`config.mk`:
```
export PLATFORM = sky130hd
export DESIGN_NAME = octal_escape_token_splitter_core
export DESIGN_NICKNAME = d
export VERILOG_FILES = /design/src/rtl/ots_pkg.sv /design/src/rtl/octal_escape_token_splitter_core.sv /design/src/rtl/ots_front.sv /design/src/rtl/ots_queue.sv /design/src/rtl/ots_back.sv
export SDC_FILE = /design/constraint.sdc
export NUM_CORES = 1
export LEC_CHECK = 0
export BUFFER_PORTS_ARGS = -buffer_cell sky130_fd_sc_hd__buf_4
export CAP_MARGIN = 10
export CORE_ASPECT_RATIO = 1.1
export CORE_MARGIN = 2
export CORE_UTILIZATION = 40
export DETAILED_ROUTE_END_ITERATION = 10
export HOLD_SLACK_MARGIN = 0.12
export SETUP_SLACK_MARGIN = 0.4
export SYNTH_ARGS = -nofsm -noshare
export SYNTH_HDL_FRONTEND = slang
export SYNTH_SLANG_ARGS = --single-unit
```
`constraint.sdc`:
```
create_clock -name clk -period 9.2 [get_ports clk]
set_clock_uncertainty 0.2 [all_clocks]
set_input_delay 0.92 -clock clk [delete_from_list [all_inputs] [get_ports clk]]
set_output_delay 0.92 -clock clk [all_outputs]
set_load 0.01 [all_outputs]
```
`src/rtl/ots_pkg.sv`:
```
package ots_pkg;

    localparam int unsigned MaxRes = 5;
    localparam int unsigned QDepth = 2;

    localparam logic [7:0] ChZero  = 8'h30;  // '0'
    localparam logic [7:0] ChSeven = 8'h37;  // '7'
    localparam logic [7:0] ChSpace = 8'h20;
    localparam logic [7:0] ChTab   = 8'h09;
    localparam logic [7:0] ChBack  = 8'h5c;  // backslash
    localparam logic [7:0] ChNul   = 8'h00;

    localparam logic KindData = 1'b0;
    localparam logic KindEnd  = 1'b1;

    typedef enum logic [3:0] {
        M_SKIP  = 4'b0001,
        M_TOKEN = 4'b0010,
        M_ESC   = 4'b0100,
        M_DEAD  = 4'b1000
    } mode_t;

    typedef struct packed {
        logic [7:0] data;
        logic       kind;
    } res_item_t;

    // results of one input request, item[0] goes out first
    typedef struct packed {
        logic [2:0]              count;
        res_item_t [MaxRes-1:0] item;
    } bundle_t;

    typedef struct packed {
        logic    valid;
        bundle_t bundle;
    } q_req_t;

endpackage

```
`src/rtl/octal_escape_token_splitter_core.sv`:
```
// Channel   Dir  Handshake              Payload
// in        in   in_valid / in_stall    in_byte[7:0], line_end
// out       out  out_valid / out_stall  out_byte[7:0], kind, last
//
// One input request per cycle is taken while the queue has room; a byte
// with no result never enters the queue, a byte with n results (up to 5)
// keeps the result port busy until all n have gone out.
// Reset (rst_n low, async) returns the scanner to skipping blanks and
// empties the queue. in_stall rises only when the 2-entry queue is full;
// out_stall freezes the current result, new input keeps flowing until the
// queue fills.
module octal_escape_token_splitter_core (
    input  logic       clk,
    input  logic       rst_n,
    input  logic       in_valid,
    output logic       in_stall,
    input  logic [7:0] in_byte,
    input  logic       line_end,
    output logic       out_valid,
    input  logic       out_stall,
    output logic [7:0] out_byte,
    output logic       kind,
    output logic       last
);
    import ots_pkg::*;

    q_req_t push;
    q_req_t head;
    logic   q_full;
    logic   pop;
    logic   accept;

    // input side: scanner state moves only on an accepted request
    assign in_stall = q_full;
    assign accept   = in_valid && !in_stall;

    // front: tokenizer and escape decoder, builds the result list per byte
    ots_front u_front (
        .clk      (clk),
        .rst_n    (rst_n),
        .accept   (accept),
        .in_byte  (in_byte),
        .line_end (line_end),
        .push     (push)
    );

    // short queue decouples scanning from result delivery
    ots_queue u_queue (
        .clk   (clk),
        .rst_n (rst_n),
        .push  (push),
        .pop   (pop),
        .full  (q_full),
        .head  (head)
    );

    // back: sends the results of one list, one per cycle while out_stall is low, last on the final one
    ots_back u_back (
        .clk       (clk),
        .rst_n     (rst_n),
        .head      (head),
        .pop       (pop),
        .out_valid (out_valid),
        .out_stall (out_stall),
        .out_byte  (out_byte),
        .kind      (kind),
        .last      (last)
    );

endmodule

```
`src/rtl/ots_front.sv`:
```
module ots_front (
    input  logic            clk,
    input  logic            rst_n,
    input  logic            accept,
    input  logic [7:0]      in_byte,
    input  logic            line_end,
    output ots_pkg::q_req_t push
);
    import ots_pkg::*;

    mode_t      mode_reg, mode_next;
    logic [5:0] held_reg, held_next;
    logic [1:0] cnt_reg, cnt_next;

    bundle_t    bun;
    logic       tok;
    logic       flush1;
    logic       is_blank, is_zero, is_bs, is_oct;
    logic [2:0] dig;

    function automatic bundle_t append(bundle_t b, logic [7:0] data, logic kind);
        bundle_t r;
        r = b;
        if (b.count < 3'(MaxRes))
        begin
            r.item[b.count] = '{data: data, kind: kind};
            r.count = b.count + 3'd1;
        end
        return r;
    endfunction

    // backslash, then held digits as literal characters
    function automatic bundle_t flush(bundle_t b, logic [5:0] held, logic [1:0] cnt);
        bundle_t r;
        r = append(b, ChBack, KindData);
        if (cnt[1])
        begin
            r = append(r, ChZero | {5'd0, held[5:3]}, KindData);
            r = append(r, ChZero | {5'd0, held[2:0]}, KindData);
        end
        else if (cnt[0])
        begin
            r = append(r, ChZero | {5'd0, held[2:0]}, KindData);
        end
        return r;
    endfunction

    assign is_blank = (in_byte == ChSpace) || (in_byte == ChTab);
    assign is_zero  = (in_byte == ChNul);
    assign is_bs    = (in_byte == ChBack);
    assign is_oct   = (in_byte >= ChZero) && (in_byte <= ChSeven);
    assign dig      = in_byte[2:0];

    always_comb
    begin
        bun       = '0;
        mode_next = mode_reg;
        held_next = held_reg;
        cnt_next  = cnt_reg;
        tok       = 1'b0;
        flush1    = 1'b0;

        unique case (mode_reg)
            M_TOKEN:
            begin
                tok = 1'b1;
            end
            M_ESC:
            begin
                if (is_oct && !cnt_reg[1])
                begin
                    held_next = {held_reg[2:0], dig};
                    cnt_next  = cnt_reg + 2'd1;
                end
                else if (is_oct && !held_reg[5])
                begin
                    // three digits, value fits a byte
                    bun       = append(bun, {held_reg[4:0], dig}, KindData);
                    held_next = '0;
                    cnt_next  = '0;
                    mode_next = M_TOKEN;
                end
                else
                begin
                    flush1 = 1'b1;
                    tok    = 1'b1;
                end
            end
            M_DEAD:
            begin
            end
            default:
            begin
                if (is_blank)
                begin
                end
                else if (is_zero)
                begin
                    mode_next = M_DEAD;
                end
                else
                begin
                    tok = 1'b1;
                end
            end
        endcase

        if (flush1)
        begin
            bun       = flush(bun, held_reg, cnt_reg);
            held_next = '0;
            cnt_next  = '0;
        end

        if (tok)
        begin
            priority if (is_blank)
            begin
                bun       = append(bun, 8'd0, KindEnd);
                mode_next = M_SKIP;
            end
            else if (is_zero)
            begin
                bun       = append(bun, 8'd0, KindEnd);
                mode_next = M_DEAD;
            end
            else if (is_bs)
            begin
                mode_next = M_ESC;
                held_next = '0;
                cnt_next  = '0;
            end
            else
            begin
                bun       = append(bun, in_byte, KindData);
                mode_next = M_TOKEN;
            end
        end

        if (line_end)
        begin
            if (mode_next == M_ESC)
            begin
                bun = flush(bun, held_next, cnt_next);
                bun = append(bun, 8'd0, KindEnd);
            end
            else if (mode_next == M_TOKEN)
            begin
                bun = append(bun, 8'd0, KindEnd);
            end
            mode_next = M_SKIP;
            held_next = '0;
            cnt_next  = '0;
        end
    end

    always_ff @(posedge clk or negedge rst_n)
    begin
        if (!rst_n)
        begin
            mode_reg <= M_SKIP;
            held_reg <= '0;
            cnt_reg  <= '0;
        end
        else if (accept)
        begin
            mode_reg <= mode_next;
            held_reg <= held_next;
            cnt_reg  <= cnt_next;
        end
    end

    // requests with no result never enter the queue
    assign push.valid  = accept && (bun.count != 3'd0);
    assign push.bundle = bun;

endmodule

```
`src/rtl/ots_queue.sv`:
```
module ots_queue (
    input  logic            clk,
    input  logic            rst_n,
    input  ots_pkg::q_req_t push,
    input  logic            pop,
    output logic            full,
    output ots_pkg::q_req_t head
);
    import ots_pkg::*;

    localparam int unsigned PtrW = $clog2(QDepth);

    bundle_t         slot_reg [QDepth];
    logic [PtrW-1:0] wr_reg, wr_next;
    logic [PtrW-1:0] rd_reg, rd_next;
    logic [PtrW:0]   cnt_reg, cnt_next;
    logic            do_push, do_pop;

    assign full    = (cnt_reg == (PtrW+1)'(QDepth));
    assign do_push = push.valid && !full;
    assign do_pop  = pop && (cnt_reg != '0);

    assign head.valid  = (cnt_reg != '0);
    assign head.bundle = slot_reg[rd_reg];

    always_comb
    begin
        wr_next  = do_push ? wr_reg + 1'b1 : wr_reg;
        rd_next  = do_pop ? rd_reg + 1'b1 : rd_reg;
        cnt_next = cnt_reg + (PtrW+1)'(do_push) - (PtrW+1)'(do_pop);
    end

    always_ff @(posedge clk or negedge rst_n)
    begin
        if (!rst_n)
        begin
            wr_reg  <= '0;
            rd_reg  <= '0;
            cnt_reg <= '0;
        end
        else
        begin
            wr_reg  <= wr_next;
            rd_reg  <= rd_next;
            cnt_reg <= cnt_next;
        end
    end

    always_ff @(posedge clk)
    begin
        if (do_push)
        begin
            slot_reg[wr_reg] <= push.bundle;
        end
    end

    a_no_push_full: assert property (@(posedge clk) disable iff (!rst_n)
        full |-> !push.valid)
        else $error("push into full queue");

    a_cnt_range: assert property (@(posedge clk) disable iff (!rst_n)
        cnt_reg <= (PtrW+1)'(QDepth))
        else $error("queue count out of range");

endmodule

```
`src/rtl/ots_back.sv`:
```
module ots_back (
    input  logic            clk,
    input  logic            rst_n,
    input  ots_pkg::q_req_t head,
    output logic            pop,
    output logic            out_valid,
    input  logic            out_stall,
    output logic [7:0]      out_byte,
    output logic            kind,
    output logic            last
);
    import ots_pkg::*;

    bundle_t    cur_reg, cur_next;
    logic [2:0] idx_reg, idx_next;
    logic       busy_reg, busy_next;
    logic       last_item, done;

    assign last_item = (idx_reg == cur_reg.count - 3'd1);
    assign done      = busy_reg && !out_stall && last_item;
    assign pop       = head.valid && (!busy_reg || done);

    always_comb
    begin
        cur_next  = pop ? head.bundle : cur_reg;
        busy_next = pop ? 1'b1 : (done ? 1'b0 : busy_reg);
        if (pop)
        begin
            idx_next = '0;
        end
        else if (busy_reg && !out_stall && !last_item)
        begin
            idx_next = idx_reg + 3'd1;
        end
        else
        begin
            idx_next = idx_reg;
        end
    end

    always_ff @(posedge clk or negedge rst_n)
    begin
        if (!rst_n)
        begin
            busy_reg <= 1'b0;
            idx_reg  <= '0;
        end
        else
        begin
            busy_reg <= busy_next;
            idx_reg  <= idx_next;
        end
    end

    always_ff @(posedge clk)
    begin
        cur_reg <= cur_next;
    end

    assign out_valid = busy_reg;
    assign out_byte  = cur_reg.item[idx_reg].data;
    assign kind      = cur_reg.item[idx_reg].kind;
    assign last      = last_item;

    a_idx_in_bundle: assert property (@(posedge clk) disable iff (!rst_n)
        busy_reg |-> (idx_reg < cur_reg.count))
        else $error("result index past bundle count");

    a_last_then_new: assert property (@(posedge clk) disable iff (!rst_n)
        (busy_reg && !out_stall && !last_item) |=> (busy_reg && idx_reg == $past(idx_reg) + 3'd1))
        else $error("result index did not advance");

endmodule
```
==> results of run 1 <==
## cell families (layout without fill, tap and decap cells)
| kind of cell | count (synthesis) | after routing | share of synthesized area (%) |
|---|---|---|---|
| AO/OA/AOI/OAI | 216 | 216 | 16.3 |
| XOR/XNOR | 9 | 9 | 0.944 |
| buffers and inverters | 73 | 101 | 3.57 |
| multiplexers | 71 | 71 | 9.82 |
| AND/OR/NAND/NOR | 267 | 267 | 15.0 |
| flip-flops | 164 | 164 | 52.8 |
| other | 1 | 6 | 0.0410 |
| adder cells (fa/ha/maj) | 11 | 11 | 1.50 |
## layout make-up
cell class | instances | area share, %
Tap cell | 300 | 3.65
Inverter | 31 | 1.16
Timing Repair Buffer | 38 | 3.02
Clock inverter | 14 | 1.86
Clock buffer | 18 | 4.17
Multi-Input combinational cell | 580 | 39.2
Sequential cell | 164 | 46.9
## metrics by stage
step | area (um^2) | utilization (%) | hold slack [ns] | setup WS [ns]
floorplan | 9170 | - | 0.260 | 0.256
global placement | 9670 | 42.7 | 0.283 | 0.951
detailed placement | 9670 | 42.7 | 0.288 | 0.870
CTS | 10300 | 45.4 | 0.173 | 1.12
global route | 10300 | 45.4 | 0.187 | 0.470
finish | 10300 | 45.4 | 0.186 | 1.08
## how the worst min path moves through the flow
stage,depth (start not counted),end
2_1_floorplan,1,u_queue.cnt_reg[1]
3_3_place_gp,1,u_queue.cnt_reg[1]
3_5_place_dp,1,u_queue.cnt_reg[1]
4_1_cts,1,u_front.mode_reg[3]
5_1_grt,1,u_front.mode_reg[3]
6_report,1,u_front.mode_reg[1]
## cells in the mapped netlist, types with 5 or more instances
| library cell | instances | area, um^2 |
|---|---|---|
| dfrtp_1 | 19 | 475 |
| nand4_1 | 8 | 50.1 |
| nand2_1 | 92 | 345 |
| o22ai_1 | 6 | 37.5 |
| or2_2 | 5 | 31.3 |
| inv_1 | 29 | 109 |
| o21ai_0 | 48 | 240 |
| clkbuf_1 | 16 | 60.1 |
| a21o_1 | 8 | 60.1 |
| nand2b_1 | 6 | 37.5 |
| nand3_1 | 21 | 105 |
| a22oi_1 | 9 | 67.6 |
| a22o_1 | 19 | 166 |
| nor2b_1 | 8 | 50.1 |
| xnor2_1 | 7 | 61.3 |
| o211ai_1 | 9 | 67.6 |
| o31ai_1 | 5 | 37.5 |
| ha_1 | 11 | 138 |
| a31oi_1 | 11 | 68.8 |
| mux4_2 | 9 | 203 |
| and2_1 | 10 | 62.6 |
| buf_1 | 7 | 26.3 |
| a21oi_1 | 48 | 240 |
| buf_2 | 12 | 60.1 |
| mux2_2 | 52 | 586 |
| nor2_1 | 62 | 233 |
| nor3_1 | 15 | 75.1 |
| mux2i_1 | 7 | 70.1 |
| edfxtp_1 | 144 | 4320 |
| or3_1 | 5 | 31.3 |
| a211oi_1 | 8 | 60.1 |
## layer usage
metal,wire length [um],vias to the layer above,track usage (%)
li1,-,3122,-
met1,11100,3301,29.6
met2,12000,274,34.9
met3,1430,61,3.25
met4,957,0,9.61
met5,0,-,0
## worst max-delay path, delay by kind of cell, from the launching register on
family	cells	cell delay, ns
adder cells (fa/ha/maj)	5	1.64
buffers and inverters	5	0.68
XOR/XNOR	2	0.31
AND/OR/NAND/NOR	9	2.29
AO/OA/AOI/OAI	10	2.42
flip-flops	1	0.48
## power by group through the flow
stage	combinational (mW)	sequential, mW	clock [mW]
CTS	0.605	1.09	0.754
finish	0.588	1.09	0.740
global placement	0.595	1.10	0
detailed placement	0.601	1.10	0
floorplan	0.433	1.07	0
global route	0.652	1.10	0.783
==> run summary, run 1 <==
Crit path top cell by count: ha_1
worst endpoint required time: 9.35 ns
Post-synth EDFFs: 144
CP peak stage delay: 0.57 ns
CP endpoint: u_queue.cnt_reg[1]
RR Startpoint: u_front.mode_reg[1]
crit start category: flip-flop
Num CTS Buffers: 17
switch share: 28.6%
pwr/cell area: 235 nW/um^2
GRT Total Usage: 21.8%
Comb pwr share: 24.4%
Bufs on Longest Clock Path: 2
Routed Antenna Nets: 0
final hold viol count: 0
# hold bufs at CTS: 0
final std cells w/o fill: 1145
Filler cells: 2123
Max IR drop VDD: 0.000113 V
part of the power in registers: 45.0%
PortBufs: 24
HP Class: input pin to async pin
CTS tree: yes
CORE AREA: 22600 um^2
# H-tree levels: 4
#FFs+latches synth: 164
die area: 24100 um^2
Final period util: 88.3%
Total Power: 2.41 mW
CP endpoint kind: flip-flop
vias in the first global route: 6461
footprint of the multi-input gates: 4040 um^2
post-CTS setup buffer count: 0
CTS clk-pin slew, worst paths: 0.07 ns
Max-slew headroom: 36.1%
Clock Sinks: 164
Die X-Extent: 148 um
Worst-Margin Slew: 0.950 ns
FF+latch area: 4830 um^2
worst reg2reg setup slack: 1.08 ns
initial DRC count: 719
worst reg2reg path depth: 31
Post-synth ARST share: 12.2%
CP startpoint: u_front.mode_reg[1]
initial antenna violation count: 0
count of cell types in the netlist: 95
first-pass GRT wire length: 39200 um
largest net degree at the start of global routing: 51
mean number of vias per cell: 5.90
status: finished, final reports clean
# setup viols final: 0
# IOs: 25
leakage: 3.62 nW
Syn Std Cell Area: 9150 um^2
power share of the clock group: 30.6%
Root Driver: clkbuf_16
number of diodes: 0
clock latency on the worst-skew pair: 0.42 ns
max_cap viols: 0
Max FO, Critical Path: 16
commonest non-fill, non-tap cell in the layout: edfxtp_1
Setup TNS: 0 ns
fin nets: 856
Die Height: 163 um
share of post-route cells with drive strength above 1: 20.7%
synth-to-layout area growth: 12.5%
fmax: 123 MHz
routed via count: 6758
max reg flops: 96
first-pass iteration count of the detailed router: 6
wire per inst: 22.3 um
Main synth FF type: edfxtp_1
total grt overflow: 0
CP max stage cell: a211oi_2
Final Max Slew Viols: 0
Yosys warnings: 0
kind of critical path: flip-flop to flip-flop
Critical R2R Capture: u_queue.cnt_reg[1]
Mapped Cells: 812
Worst Path Arrival: 8.27 ns
post-DP HPWL: 18200 um
Int Pwr: 1.72 mW
Final min period: 8.12 ns
net switching power figure: 0.691 mW
Post-Route WL: 25500 um
Placement Rows: 58
placed cells: 1113
Resized Gates After CTS: 0
Avg Synthesized Cell Area: 11.3 um^2
DR DRC count: 0
initial core utilization: 40.4%
global placement routability congestion: 0.952
most frequent cells in the layout: edfxtp_1 (144), nand2_1 (92), nor2_1 (60), mux2_2 (52)
register area share after synthesis: 52.8%
RSZ-0062 raised after global routing: false
No activity file was read; power rests on OpenSTA's default activity.
==> inputs of run 2 (changes only) <==
--- a/config.mk
+++ b/config.mk
@@ -9,7 +9,7 @@
 export CAP_MARGIN = 10
 export CORE_ASPECT_RATIO = 1.1
 export CORE_MARGIN = 2
-export CORE_UTILIZATION = 40
+export CORE_UTILIZATION = 35
 export DETAILED_ROUTE_END_ITERATION = 10
 export HOLD_SLACK_MARGIN = 0.12
 export SETUP_SLACK_MARGIN = 0.4
==> run summary, run 2 (same netlist as run 1, synthesis figures left out) <==
CP peak stage delay: 0.90 ns (+0.33 ns)
RSZ-0062 raised after global routing: false
initial core utilization: 35.3% (-5.1 points)
commonest non-fill, non-tap cell in the layout: edfxtp_1
switch share: 29.5% (+0.91 points)
worst reg2reg setup slack: 1.02 ns (-0.06 ns)
Total Power: 2.40 mW (-0.76%)
Int Pwr: 1.69 mW (-2.0%)
Clock Sinks: 164 (unchanged)
CP max stage cell: or4b_1
Max IR drop VDD: 0.000109 V (-3.4%)
CTS tree: yes
# setup viols final: 0 (unchanged)
part of the power in registers: 45.0% (about the same)
largest net degree at the start of global routing: 51 (unchanged)
routed via count: 6835 (+1.1%)
mean number of vias per cell: 5.66 (-4.1%)
initial DRC count: 716 (-0.42%)
global placement routability congestion: 0.993 (+4.3%)
RR Startpoint: u_front.mode_reg[1]
total grt overflow: 0 (unchanged)
# IOs: 25 (unchanged)
Util after Layout: 40.2% (-5.3 points)
Final min period: 8.18 ns (+0.0578 ns)
number of diodes: 0 (unchanged)
most frequent cells in the layout: edfxtp_1 (144), nand2_1 (92), nor2_1 (60), mux2_2 (52)
Resized Gates After CTS: 0 (unchanged)
first-pass GRT wire length: 38600 um (-1.6%)
footprint of the multi-input gates: 4040 um^2 (unchanged)
Worst Path Arrival: 8.08 ns (-0.19 ns)
Die X-Extent: 158 um (+6.7%)
Post-Route WL: 25100 um (-1.9%)
Worst-Margin Slew: 1.05 ns (+0.105 ns)
pwr/cell area: 230 nW/um^2 (-1.9%)
Die Height: 174 um (+6.7%)
Final Worst Setup Slack: 1.02 ns (-0.0578 ns)
status: finished, final reports clean
fmax: 122 MHz (-0.71%)
worst reg2reg path depth: 29 (-6.5%)
Bufs on Longest Clock Path: 2 (unchanged)
CORE AREA: 25900 um^2 (+14%)
final hold viol count: 0 (unchanged)
# H-tree levels: 4 (unchanged)
leakage: 3.67 nW (+1.2%)
Max-slew headroom: 29.0% (-7.0 points)
Setup TNS: 0 ns (unchanged)
Routed Antenna Nets: 0 (unchanged)
post-DP HPWL: 18000 um (-0.97%)
max_cap viols: 0 (unchanged)
Max FO, Critical Path: 19 (+3)
net switching power figure: 0.707 mW (+2.4%)
CP startpoint: u_front.mode_reg[1]
PortBufs: 24 (unchanged)
Num CTS Buffers: 17 (unchanged)
synth-to-layout area growth: 13.7%
GRT Total Usage: 18.7% (-3.1 points)
CP endpoint: u_queue.slot_reg[1][21]
wire per inst: 20.7 um (-7.0%)
worst endpoint required time: 9.10 ns (-0.25 ns)
CP endpoint kind: flip-flop
Root Driver: clkbuf_16
Final period util: 88.9% (+0.63 points)
Placement Setup Slack: 0.788 ns (-0.0819 ns)
power share of the clock group: 29.0% (-1.6 points)
clock latency on the worst-skew pair: 0.43 ns (about the same)
Crit path top cell by count: ha_1
Filler cells: 2506 (+18%)
Critical R2R Capture: u_queue.slot_reg[1][21]
fin nets: 867 (+1.3%)
Placement Rows: 62 (+6.9%)
crit start category: flip-flop
Comb pwr share: 26.0% (+1.6 points)
vias in the first global route: 6470 (+0.14%)
initial antenna violation count: 0 (unchanged)
HP Class: input pin to async pin
share of post-route cells with drive strength above 1: 21.7% (+1.0 points)
FF+latch area: 4830 um^2 (unchanged)
Final Max Slew Viols: 0 (unchanged)
die area: 27400 um^2 (+14%)
DR DRC count: 0 (unchanged)
kind of critical path: flip-flop to flip-flop
max reg flops: 96 (unchanged)
first-pass iteration count of the detailed router: 5 (-1)
CTS clk-pin slew, worst paths: 0.08 ns (about the same)
[run 2: changes by cell type in the layout (fill, tap and decap cells not counted), sizes merged]
cell      before  now
inv           37   40
bufinv         3    1
clkbuf        18   17
buf           38   49
clkinv         3    2
clkinvlp       2    3
[run 2: metal layers]
layer	share of wire, %	global-route usage (%)	wire [um]
met1	42	25.0	10600
met3	5.9	3.23	1470
met2	47	30.0	11800
met4	4.4	7.55	1090
met5	0	0	0
[run 2: critical path: cells and delay by family, from the launching register on]
family                   cells  cell delay, ns
flip-flops                   1            0.49
buffers and inverters        6            0.89
multiplexers                 2            0.74
adder cells (fa/ha/maj)      5            1.68
AND/OR/NAND/NOR             11            2.89
AO/OA/AOI/OAI                5            0.93
[run 2: what timing repair did]
item                                    CTS  global route
endpoints found under the setup margin    0            65
hold buffers                              0             0
setup buffers                             0            11
[run 2: final cells by class]
cell class | count | share of cell area (%)
Inverter | 31 | 1.14
Tap cell | 352 | 4.23
Clock buffer | 17 | 4.09
Clock inverter | 15 | 1.58
Timing Repair Buffer | 49 | 3.78
Multi-Input combinational cell | 580 | 38.8
Sequential cell | 164 | 46.4
[run 2: worst min-delay path by stage]
stage                                   from                   to  slack, ns  depth (start not counted)
after global routing                   rst_n  u_front.mode_reg[1]       0.16                          1
after floorplan           u_queue.cnt_reg[1]   u_queue.cnt_reg[1]       0.26                          1
after CTS                              rst_n  u_front.mode_reg[2]       0.15                          1
after detailed placement  u_queue.cnt_reg[1]   u_queue.cnt_reg[1]       0.28                          1
final                                  rst_n  u_front.mode_reg[1]       0.16                          1
after global placement    u_queue.cnt_reg[1]   u_queue.cnt_reg[1]       0.29                          1
[run 2: power by group through the flow]
stage               Sequential [mW]  Combinational (mW)  Clock [mW]
floorplan                      1.07               0.433           0
global placement               1.09               0.606           0
detailed placement             1.10               0.610           0
CTS                            1.08               0.616       0.709
global route                   1.10               0.685       0.738
finish                         1.08               0.622       0.694
[run 2: stage by stage]
step / hold slack [ns] / cell area [um^2] / std cells
2_1_floorplan: 0.260 / 9170 / 817
3_3_place_gp: 0.294 / 9720 / 1165
3_5_place_dp: 0.284 / 9720 / 1165
4_1_cts: 0.151 / 10300 / 1197
5_1_grt: 0.164 / 10400 / 1208
6_report: 0.164 / 10400 / 1208
